`src/rtl/core/spl_pkg.sv`:
```
`default_nettype none

package spl_pkg;

  // command codes
  typedef enum logic [1:0] {
    OP_INSERT = 2'd0,
    OP_DELETE = 2'd1,
    OP_READ   = 2'd2
  } spl_op_e;

  // result status codes
  typedef enum logic [1:0] {
    ST_OK      = 2'd0,
    ST_FULL    = 2'd1,
    ST_BAD_POS = 2'd2
  } spl_status_e;

  // sequencer states
  typedef enum logic [2:0] {
    S_IDLE,
    S_INS,
    S_INS_LAST,
    S_RD_HEAD,
    S_DEL
  } spl_state_e;

  localparam int unsigned PosW   = 5;
  localparam int unsigned PrioW  = 16;
  localparam int unsigned YearW  = 12;
  localparam int unsigned MonthW = 4;
  localparam int unsigned DayW   = 5;
  localparam int unsigned HdlW   = 16;

  // one stored table entry
  typedef struct packed {
    logic [PrioW-1:0]  prio;
    logic [YearW-1:0]  year;
    logic [MonthW-1:0] month;
    logic [DayW-1:0]   day;
    logic [HdlW-1:0]   handle;
  } spl_entry_t;

  // command word
  typedef struct packed {
    logic [1:0]        command;
    logic [PosW-1:0]   position;
    logic [PrioW-1:0]  prio;
    logic [YearW-1:0]  due_year;
    logic [MonthW-1:0] due_month;
    logic [DayW-1:0]   due_day;
    logic [HdlW-1:0]   entry_handle;
  } spl_cmd_t;

  // result word
  typedef struct packed {
    logic [1:0]        status;
    logic [4:0]        entry_count;
    logic [PrioW-1:0]  out_prio;
    logic [YearW-1:0]  out_year;
    logic [MonthW-1:0] out_month;
    logic [DayW-1:0]   out_day;
    logic [HdlW-1:0]   out_handle;
  } spl_res_t;

endpackage

`default_nettype wire

```
`src/rtl/core/spl_store.sv`:
```
`default_nettype none

module spl_store import spl_pkg::*; #(
  parameter int unsigned Depth = 16,
  parameter int unsigned AddrW = 4
) (
  input  wire logic             clk_i,
  input  wire logic             we_i,
  input  wire logic [AddrW-1:0] waddr_i,
  input  wire spl_entry_t       wdata_i,
  input  wire logic [AddrW-1:0] raddr_i,
  output spl_entry_t            rdata_o
);

  spl_entry_t mem [Depth];
  spl_entry_t rdata_q;

  // write port
  always_ff @(posedge clk_i) begin
    if (we_i) begin
      mem[waddr_i] <= wdata_i;
    end
  end

  // registered read port
  always_ff @(posedge clk_i) begin
    rdata_q <= mem[raddr_i];
  end

  assign rdata_o = rdata_q;

endmodule

`default_nettype wire

```
`src/rtl/core/spl_seq.sv`:
```
`default_nettype none

module spl_seq import spl_pkg::*; #(
  parameter int unsigned Capacity = 16,
  parameter int unsigned AddrW    = 4,
  parameter int unsigned CntW     = 5
) (
  input  wire logic             clk_i,
  input  wire logic             rst_ni,
  input  wire logic             start_i,
  input  wire spl_cmd_t         cmd_i,
  output logic                  busy_o,
  output logic                  done_o,
  output spl_res_t              res_o,
  output logic                  we_o,
  output logic [AddrW-1:0]      waddr_o,
  output spl_entry_t            wdata_o,
  output logic [AddrW-1:0]      raddr_o,
  input  wire spl_entry_t       rdata_i
);

  localparam int unsigned PCW = (CntW > PosW) ? CntW : PosW;

  spl_state_e        state_q, state_d;
  logic [AddrW-1:0]  idx_q, idx_d;
  logic [CntW-1:0]   count_q, count_d;
  spl_entry_t        new_q, new_d;
  logic              del_q, del_d;
  spl_res_t          res_q, res_d;
  logic              done_q, done_d;

  spl_entry_t        in_entry;
  logic [PCW-1:0]    pos_ext, cnt_ext, cnt_inc_ext, cnt_dec_ext;
  logic [PosW-1:0]   pos_m1;
  logic [AddrW-1:0]  idx_p1, idx_m1;
  logic [AddrW+1:0]  idx_p2;
  logic [AddrW+1:0]  cnt_wide;
  logic              is_full, is_empty, bad_pos;

  // entry built from the command word
  assign in_entry.prio   = cmd_i.prio;
  assign in_entry.year   = cmd_i.due_year;
  assign in_entry.month  = cmd_i.due_month;
  assign in_entry.day    = cmd_i.due_day;
  assign in_entry.handle = cmd_i.entry_handle;

  // index and count arithmetic
  assign pos_ext     = PCW'(cmd_i.position);
  assign cnt_ext     = PCW'(count_q);
  assign cnt_inc_ext = PCW'(count_q) + PCW'(1);
  assign cnt_dec_ext = PCW'(count_q) - PCW'(1);
  assign pos_m1      = cmd_i.position - PosW'(1);
  assign idx_p1      = idx_q + AddrW'(1);
  assign idx_m1      = idx_q - AddrW'(1);
  assign idx_p2      = (AddrW+2)'(idx_q) + (AddrW+2)'(2);
  assign cnt_wide    = (AddrW+2)'(count_q);
  assign is_full     = (count_q == CntW'(Capacity));
  assign is_empty    = (count_q == '0);
  assign bad_pos     = (cmd_i.position == '0) || (pos_ext > cnt_ext);

  // state and data registers
  always_ff @(posedge clk_i or negedge rst_ni) begin
    if (!rst_ni) begin
      state_q <= S_IDLE;
      count_q <= '0;
      done_q  <= 1'b0;
    end else begin
      state_q <= state_d;
      count_q <= count_d;
      done_q  <= done_d;
    end
  end

  always_ff @(posedge clk_i) begin
    idx_q <= idx_d;
    new_q <= new_d;
    del_q <= del_d;
    res_q <= res_d;
  end

  // sequencer: one table slot per cycle through the memory port
  always_comb begin
    state_d = state_q;
    idx_d   = idx_q;
    count_d = count_q;
    new_d   = new_q;
    del_d   = del_q;
    res_d   = res_q;
    done_d  = 1'b0;
    we_o    = 1'b0;
    waddr_o = idx_p1;
    wdata_o = rdata_i;
    raddr_o = idx_q;

    unique case (state_q)
      S_IDLE: begin
        if (start_i) begin
          res_d             = '0;
          res_d.status      = ST_OK;
          res_d.entry_count = cnt_ext[4:0];
          unique case (cmd_i.command)
            OP_INSERT: begin
              if (is_full) begin
                res_d.status = ST_FULL;
                done_d       = 1'b1;
              end else if (is_empty) begin
                // first entry goes straight to slot zero
                we_o              = 1'b1;
                waddr_o           = '0;
                wdata_o           = in_entry;
                count_d           = CntW'(1);
                res_d.entry_count = cnt_inc_ext[4:0];
                res_d.out_prio    = in_entry.prio;
                res_d.out_year    = in_entry.year;
                res_d.out_month   = in_entry.month;
                res_d.out_day     = in_entry.day;
                res_d.out_handle  = in_entry.handle;
                done_d            = 1'b1;
              end else begin
                // walk down from the last entry
                new_d   = in_entry;
                idx_d   = AddrW'(cnt_dec_ext);
                raddr_o = AddrW'(cnt_dec_ext);
                state_d = S_INS;
              end
            end
            OP_DELETE, OP_READ: begin
              if (bad_pos) begin
                res_d.status = ST_BAD_POS;
                done_d       = 1'b1;
              end else begin
                del_d   = (cmd_i.command == OP_DELETE);
                idx_d   = AddrW'(pos_m1);
                raddr_o = AddrW'(pos_m1);
                state_d = S_RD_HEAD;
              end
            end
            default: begin
              done_d = 1'b1;
            end
          endcase
        end
      end

      S_INS: begin
        if (rdata_i.prio > new_q.prio) begin
          // move this entry up one slot
          we_o    = 1'b1;
          waddr_o = idx_p1;
          wdata_o = rdata_i;
          if (idx_q == '0) begin
            state_d = S_INS_LAST;
          end else begin
            idx_d   = idx_m1;
            raddr_o = idx_m1;
          end
        end else begin
          // new entry lands after this one
          we_o              = 1'b1;
          waddr_o           = idx_p1;
          wdata_o           = new_q;
          count_d           = count_q + CntW'(1);
          res_d.entry_count = cnt_inc_ext[4:0];
          res_d.out_prio    = new_q.prio;
          res_d.out_year    = new_q.year;
          res_d.out_month   = new_q.month;
          res_d.out_day     = new_q.day;
          res_d.out_handle  = new_q.handle;
          done_d            = 1'b1;
          state_d           = S_IDLE;
        end
      end

      S_INS_LAST: begin
        // new entry sorts before everything held
        we_o              = 1'b1;
        waddr_o           = '0;
        wdata_o           = new_q;
        count_d           = count_q + CntW'(1);
        res_d.entry_count = cnt_inc_ext[4:0];
        res_d.out_prio    = new_q.prio;
        res_d.out_year    = new_q.year;
        res_d.out_month   = new_q.month;
        res_d.out_day     = new_q.day;
        res_d.out_handle  = new_q.handle;
        done_d            = 1'b1;
        state_d           = S_IDLE;
      end

      S_RD_HEAD: begin
        res_d.out_prio   = rdata_i.prio;
        res_d.out_year   = rdata_i.year;
        res_d.out_month  = rdata_i.month;
        res_d.out_day    = rdata_i.day;
        res_d.out_handle = rdata_i.handle;
        if (!del_q) begin
          done_d  = 1'b1;
          state_d = S_IDLE;
        end else if (((AddrW+2)'(idx_q) + (AddrW+2)'(1)) < cnt_wide) begin
          // later entries follow, close the gap
          raddr_o = idx_p1;
          state_d = S_DEL;
        end else begin
          count_d           = count_q - CntW'(1);
          res_d.entry_count = cnt_dec_ext[4:0];
          done_d            = 1'b1;
          state_d           = S_IDLE;
        end
      end

      S_DEL: begin
        // rdata holds the entry above idx, move it down
        we_o    = 1'b1;
        waddr_o = idx_q;
        wdata_o = rdata_i;
        if (idx_p2 < cnt_wide) begin
          idx_d   = idx_p1;
          raddr_o = AddrW'(idx_p2);
        end else begin
          count_d           = count_q - CntW'(1);
          res_d.entry_count = cnt_dec_ext[4:0];
          done_d            = 1'b1;
          state_d           = S_IDLE;
        end
      end

      default: begin
        state_d = S_IDLE;
      end
    endcase
  end

  assign busy_o = (state_q != S_IDLE);
  assign done_o = done_q;
  assign res_o  = res_q;

endmodule

`default_nettype wire

```
`src/rtl/core/sorted_priority_list.sv`:
```
// error, full and unused commands and an insert into an empty table finish from idle;
//   reads fetch one entry, deletes move later entries down, inserts move larger ones up
// throughput: one command at a time, busy_o stays high until the result word
//   is shown; the entry memory, one read and one write port, moves one slot per cycle
// reset: rst_ni asynchronous, clears the entry count and the sequencer
// results are shown for one cycle on done_o, the receiver cannot stall them
`default_nettype none

module sorted_priority_list import spl_pkg::*; #(
  parameter int unsigned CAPACITY = 16
) (
  input  wire logic     clk_i,
  input  wire logic     rst_ni,
  input  wire logic     start_i,
  input  wire spl_cmd_t cmd_i,
  output logic          busy_o,
  output logic          done_o,
  output spl_res_t      res_o
);

  localparam int unsigned AddrW = $clog2(CAPACITY);
  localparam int unsigned CntW  = $clog2(CAPACITY + 1);

  logic             we;
  logic [AddrW-1:0] waddr;
  logic [AddrW-1:0] raddr;
  spl_entry_t       wdata;
  spl_entry_t       rdata;

  // command sequencer
  spl_seq #(
    .Capacity (CAPACITY),
    .AddrW    (AddrW),
    .CntW     (CntW)
  ) u_seq (
    .clk_i   (clk_i),
    .rst_ni  (rst_ni),
    .start_i (start_i),
    .cmd_i   (cmd_i),
    .busy_o  (busy_o),
    .done_o  (done_o),
    .res_o   (res_o),
    .we_o    (we),
    .waddr_o (waddr),
    .wdata_o (wdata),
    .raddr_o (raddr),
    .rdata_i (rdata)
  );

  // entry table
  spl_store #(
    .Depth (CAPACITY),
    .AddrW (AddrW)
  ) u_store (
    .clk_i   (clk_i),
    .we_i    (we),
    .waddr_i (waddr),
    .wdata_i (wdata),
    .raddr_i (raddr),
    .rdata_o (rdata)
  );

endmodule

`default_nettype wire

```
`config.mk`:
```
export PLATFORM = sky130hd
export DESIGN_NAME = sorted_priority_list
export DESIGN_NICKNAME = d
export VERILOG_FILES = /design/src/rtl/core/spl_pkg.sv /design/src/rtl/core/spl_store.sv /design/src/rtl/core/spl_seq.sv /design/src/rtl/core/sorted_priority_list.sv
export SDC_FILE = /design/constraint.sdc
export NUM_CORES = 1
export LEC_CHECK = 0
export BUFFER_PORTS_ARGS = -buffer_cell sky130_fd_sc_hd__buf_2
export CAP_MARGIN = 20
export CELL_PAD_IN_SITES_DETAIL_PLACEMENT = 1
export CELL_PAD_IN_SITES_GLOBAL_PLACEMENT = 1
export CORE_ASPECT_RATIO = 0.5
export CORE_MARGIN = 5
export CORE_UTILIZATION = 49
export DETAILED_ROUTE_END_ITERATION = 8
export GPL_TIMING_DRIVEN = 0
export PLACE_DENSITY = 0.77
export SYNTH_ARGS = -nofsm -noshare
export SYNTH_HDL_FRONTEND = slang
export SYNTH_SLANG_ARGS = --single-unit
```
`constraint.sdc`:
```
create_clock -name clk_i -period 5.8 [get_ports clk_i]
set_input_delay 0.58 -clock clk_i [delete_from_list [all_inputs] [get_ports clk_i]]
set_output_delay 0.58 -clock clk_i [all_outputs]
set_load 0.03 [all_outputs]
```
==> impl_metrics.yaml <==
synthesis:
  ys_warn_count: 0
  library_cells_used_by_synthesis: 79
  cell_area_after_synthesis_mm2: 0.0432
  yosys_register_bits: 1028
  async_reset_ff_frac: 0.00875
  mappedNetlistNets: 2667
  postSynthAreaPerCell_um2: 16.9
  synth_top_area_cell: "edfxtp_1"
  synth_commonest_cells: "edfxtp_1, mux2i_1, inv_1, a222oi_1, buf_6"
  top_flip_flop_cell_by_instance_count_after_synthesis: "edfxtp_1"
  cells_taking_the_most_area_after_synthesis: "edfxtp_1, mux2i_1, dfxtp_1"
  post-synth-top-area-fraction: 0.671
  synth-edff-count: 966
  synth_cells: 2563
  synth_sequential_area_ratio: 0.701
  synth.most_common_cell: "edfxtp_1"
final_layout:
  nNetsFinal: 2932
  num_antenna_cells: 0
  layout.cells.non_filler: 4088
  post_route_cells_drive_above_1_share: 0.146
  combined_area_of_the_multi_input_logic_cells_mm2: 0.0115
  synthToLayoutAreaGrowth_pct: 14.1
  ff_latch_area_mm2: 0.0303
  layout.filler_cells: 8039
clock_tree:
  postCtsResizedCells: 0
  cts_hold_buf: 1
  clock_tree_from_tritoncts: "done"
  cts.reportedPaths.clkPinSlew_ns: 0.07
  clock_insertion_delay_worst_skew_ns: 0.69
  cts_setup_buffers: 0
  cts-htree-levels: 3
  clkSinkCount: 1028
  cts.path.max_buffers: 3
  cts_buffers: 90
  cts_root_buf: "clkbuf_16"
floorplanning:
  placement_rows: 77
  die-area_mm2: 0.0946
  chipWidth_um: 430
  core-area_mm2: 0.0879
  boundaryPins: 125
  fp.dieH_um: 220
  initial_utilization: 0.492
sta:
  fin_worst_skew_ns: 0.0267
  timing_max_transition_violations_final: 0
  finalHoldViolCount: 0
  finalSetupViolCount: 0
  max-slew-margin-rel: 0.227
  timing.final.crit_period_ns: 5.30
  setup_repair_after_global_routing_missed_its_margin: "false"
  worst-slew-pin-transition_ns: 1.16
  fmax_mhz: 189
  post-route-period-util: 0.914
routing:
  detail_route.iter0.violations: 3210
  vias_after_detailed_routing: 25399
  drt_pass_1_iters: 7
  via_per_inst: 6.21
  antenna_violating_nets_post_route: 0
  drc: 0
  routed_wl_um: 126000
  post_drt_wl_per_cell_um: 30.9
worst_setup_path:
  crit_chain: "clkbuf_1 -> inv_1 -> ha_1 -> ha_1 -> nand2_1 -> o21ai_0 -> o41ai_2 -> nand2_1 -> xnor2_1 -> a21boi_0 -> a41oi_2 -> buf_6 -> buf_6 -> buf_2 -> nand3_1 -> o2111ai_1 -> o31ai_1"
  critical_path.startpoint: "u_seq.idx_q[1]$_DFFE_PP_"
  reg2reg_from: "u_seq.idx_q[1]$_DFFE_PP_"
  critPathSlowestCell: "o41ai_2"
  timing.critical_path.to_type: "flop"
  critical_path_required_time_ns: 6.34
  worstPathArrival_ns: 5.84
  worst_setup_path_category: "flop to flop"
  cp-start-kind: "flop"
  cp_slowest_stage_delay_ns: 0.84
  max_fo_critical_path: 10
min_path:
  class_of_the_most_critical_hold_timing_path: "primary input to flop"
  min-delay-start: "cmd_i[45]"
placed_design:
  numPlacedInstances: 3919
  port_buffers: 124
  gp_congestion: 0.866
  half_perimeter_wire_length_after_placement_um: 82200
grt:
  grt_first_pass_wirelength_um: 182000
  grt_start_max_net_pins: 24
  global_route.usage.total: 0.263
  number_of_global_route_vias_before_repair: 26582
  grt_antenna_before_repair: 6
  grt.overflow.total: 0
run_status:
  outcome: "finished clean"
job:
  maxCapViolCount: 0
[metrics by stage]
step | setup TNS (ns) | util | hold WS [ns] | setup WS [ns] | cell area, µm²
6_report | 0 | 0.561 | 0.104 | 0.496 | 49300
5_1_grt | 0 | 0.561 | 0.0697 | 0.136 | 49300
3_3_place_gp | -2444.73 | 0.516 | 0.456 | -4.70 | 45300
2_1_floorplan | 0 | - | 0.284 | 0.202 | 43200
3_5_place_dp | 0 | 0.528 | 0.456 | 0.671 | 46400
4_1_cts | 0 | 0.561 | 0.0610 | 0.643 | 49300
[state kept, by name (all words and copies together) (netlist names)]
name / cells
u_seq.new_q: 53
u_seq.state_q: 3
u_seq.del_q: 1
u_store.mem: 848
u_seq.done_o: 1
u_store.rdata_o: 53
u_seq.cnt_ext: 5
u_seq.idx_q: 4
u_seq.res_o: 60
[cells in the final DEF (no fill, tap or decap), types with 28 or more instances in the layout]
cell type and instances:
buf_12 28, clkbuf_16 91, ha_1 41, nor2_1 39, dfxtp_1 53, inv_1 143, a222oi_1 102, buf_6 69
mux2i_1 789, buf_2 143, nand2_1 44, clkbuf_1 68, a21oi_1 37, edfxtp_1 966
[routing by layer]
metal	wire length (µm)	GRT usage
met5	59	0
met3	10600	0.0557
met1	51600	0.350
met4	3860	0.0799
met2	60300	0.438
[cell families after synthesis]
logic type | after synthesis | synth area share
AO/OA/AOI/OAI | 232 | 0.0445
XOR/XNOR | 10 | 0.00203
adder cells (fa/ha/maj) | 41 | 0.0119
buffers and inverters | 281 | 0.0371
flip-flops | 1028 | 0.701
multiplexers | 790 | 0.183
AND/OR/NAND/NOR | 181 | 0.0205
[path summary, 6_finish.rpt]
| path | end | slack, ns | cells after the start |
|---|---|---|---|
| worst max-delay path | u_store.rdata_o[51]$_DFF_P_ | 0.50 | 17 |
| worst min-delay path | u_seq.new_q[45]$_DFFE_PP_ | 0.10 | 1 |
| worst max register to register | u_store.rdata_o[51]$_DFF_P_ | 0.50 | 17 |
| worst min register to register | u_seq.res_o[7]$_DFFE_PP_ | 0.58 | 2 |
| max in group asynchronous | u_seq.cnt_ext[1]$_DFFE_PN0P_ | 5.31 | 2 |
| min in group asynchronous | u_seq.state_q[1]$_DFFE_PN0P_ | 0.29 | 2 |
[critical path, delay by kind of cell, from the launching register on]
family,cells,cell delay [ns]
flip-flops,1,0.38
adder cells (fa/ha/maj),2,0.66
XOR/XNOR,1,0.18
AND/OR/NAND/NOR,3,0.42
buffers and inverters,5,1.63
AO/OA/AOI/OAI,6,1.86
[area by class of cell]
cell class / instances / share of cell area
Buffer: 136 / 0.0215
Tap cell: 1185 / 0.0301
Multi-Input combinational cell: 1254 / 0.233
Clock buffer: 122 / 0.0498
Clock inverter: 45 / 0.00888
Timing Repair Buffer: 173 / 0.0315
Inverter: 145 / 0.0110
Sequential cell: 1028 / 0.615
Power is left out: the tool's default activity adds up to more than one toggle a clock period on the data nets, which glitch-free logic cannot reach.
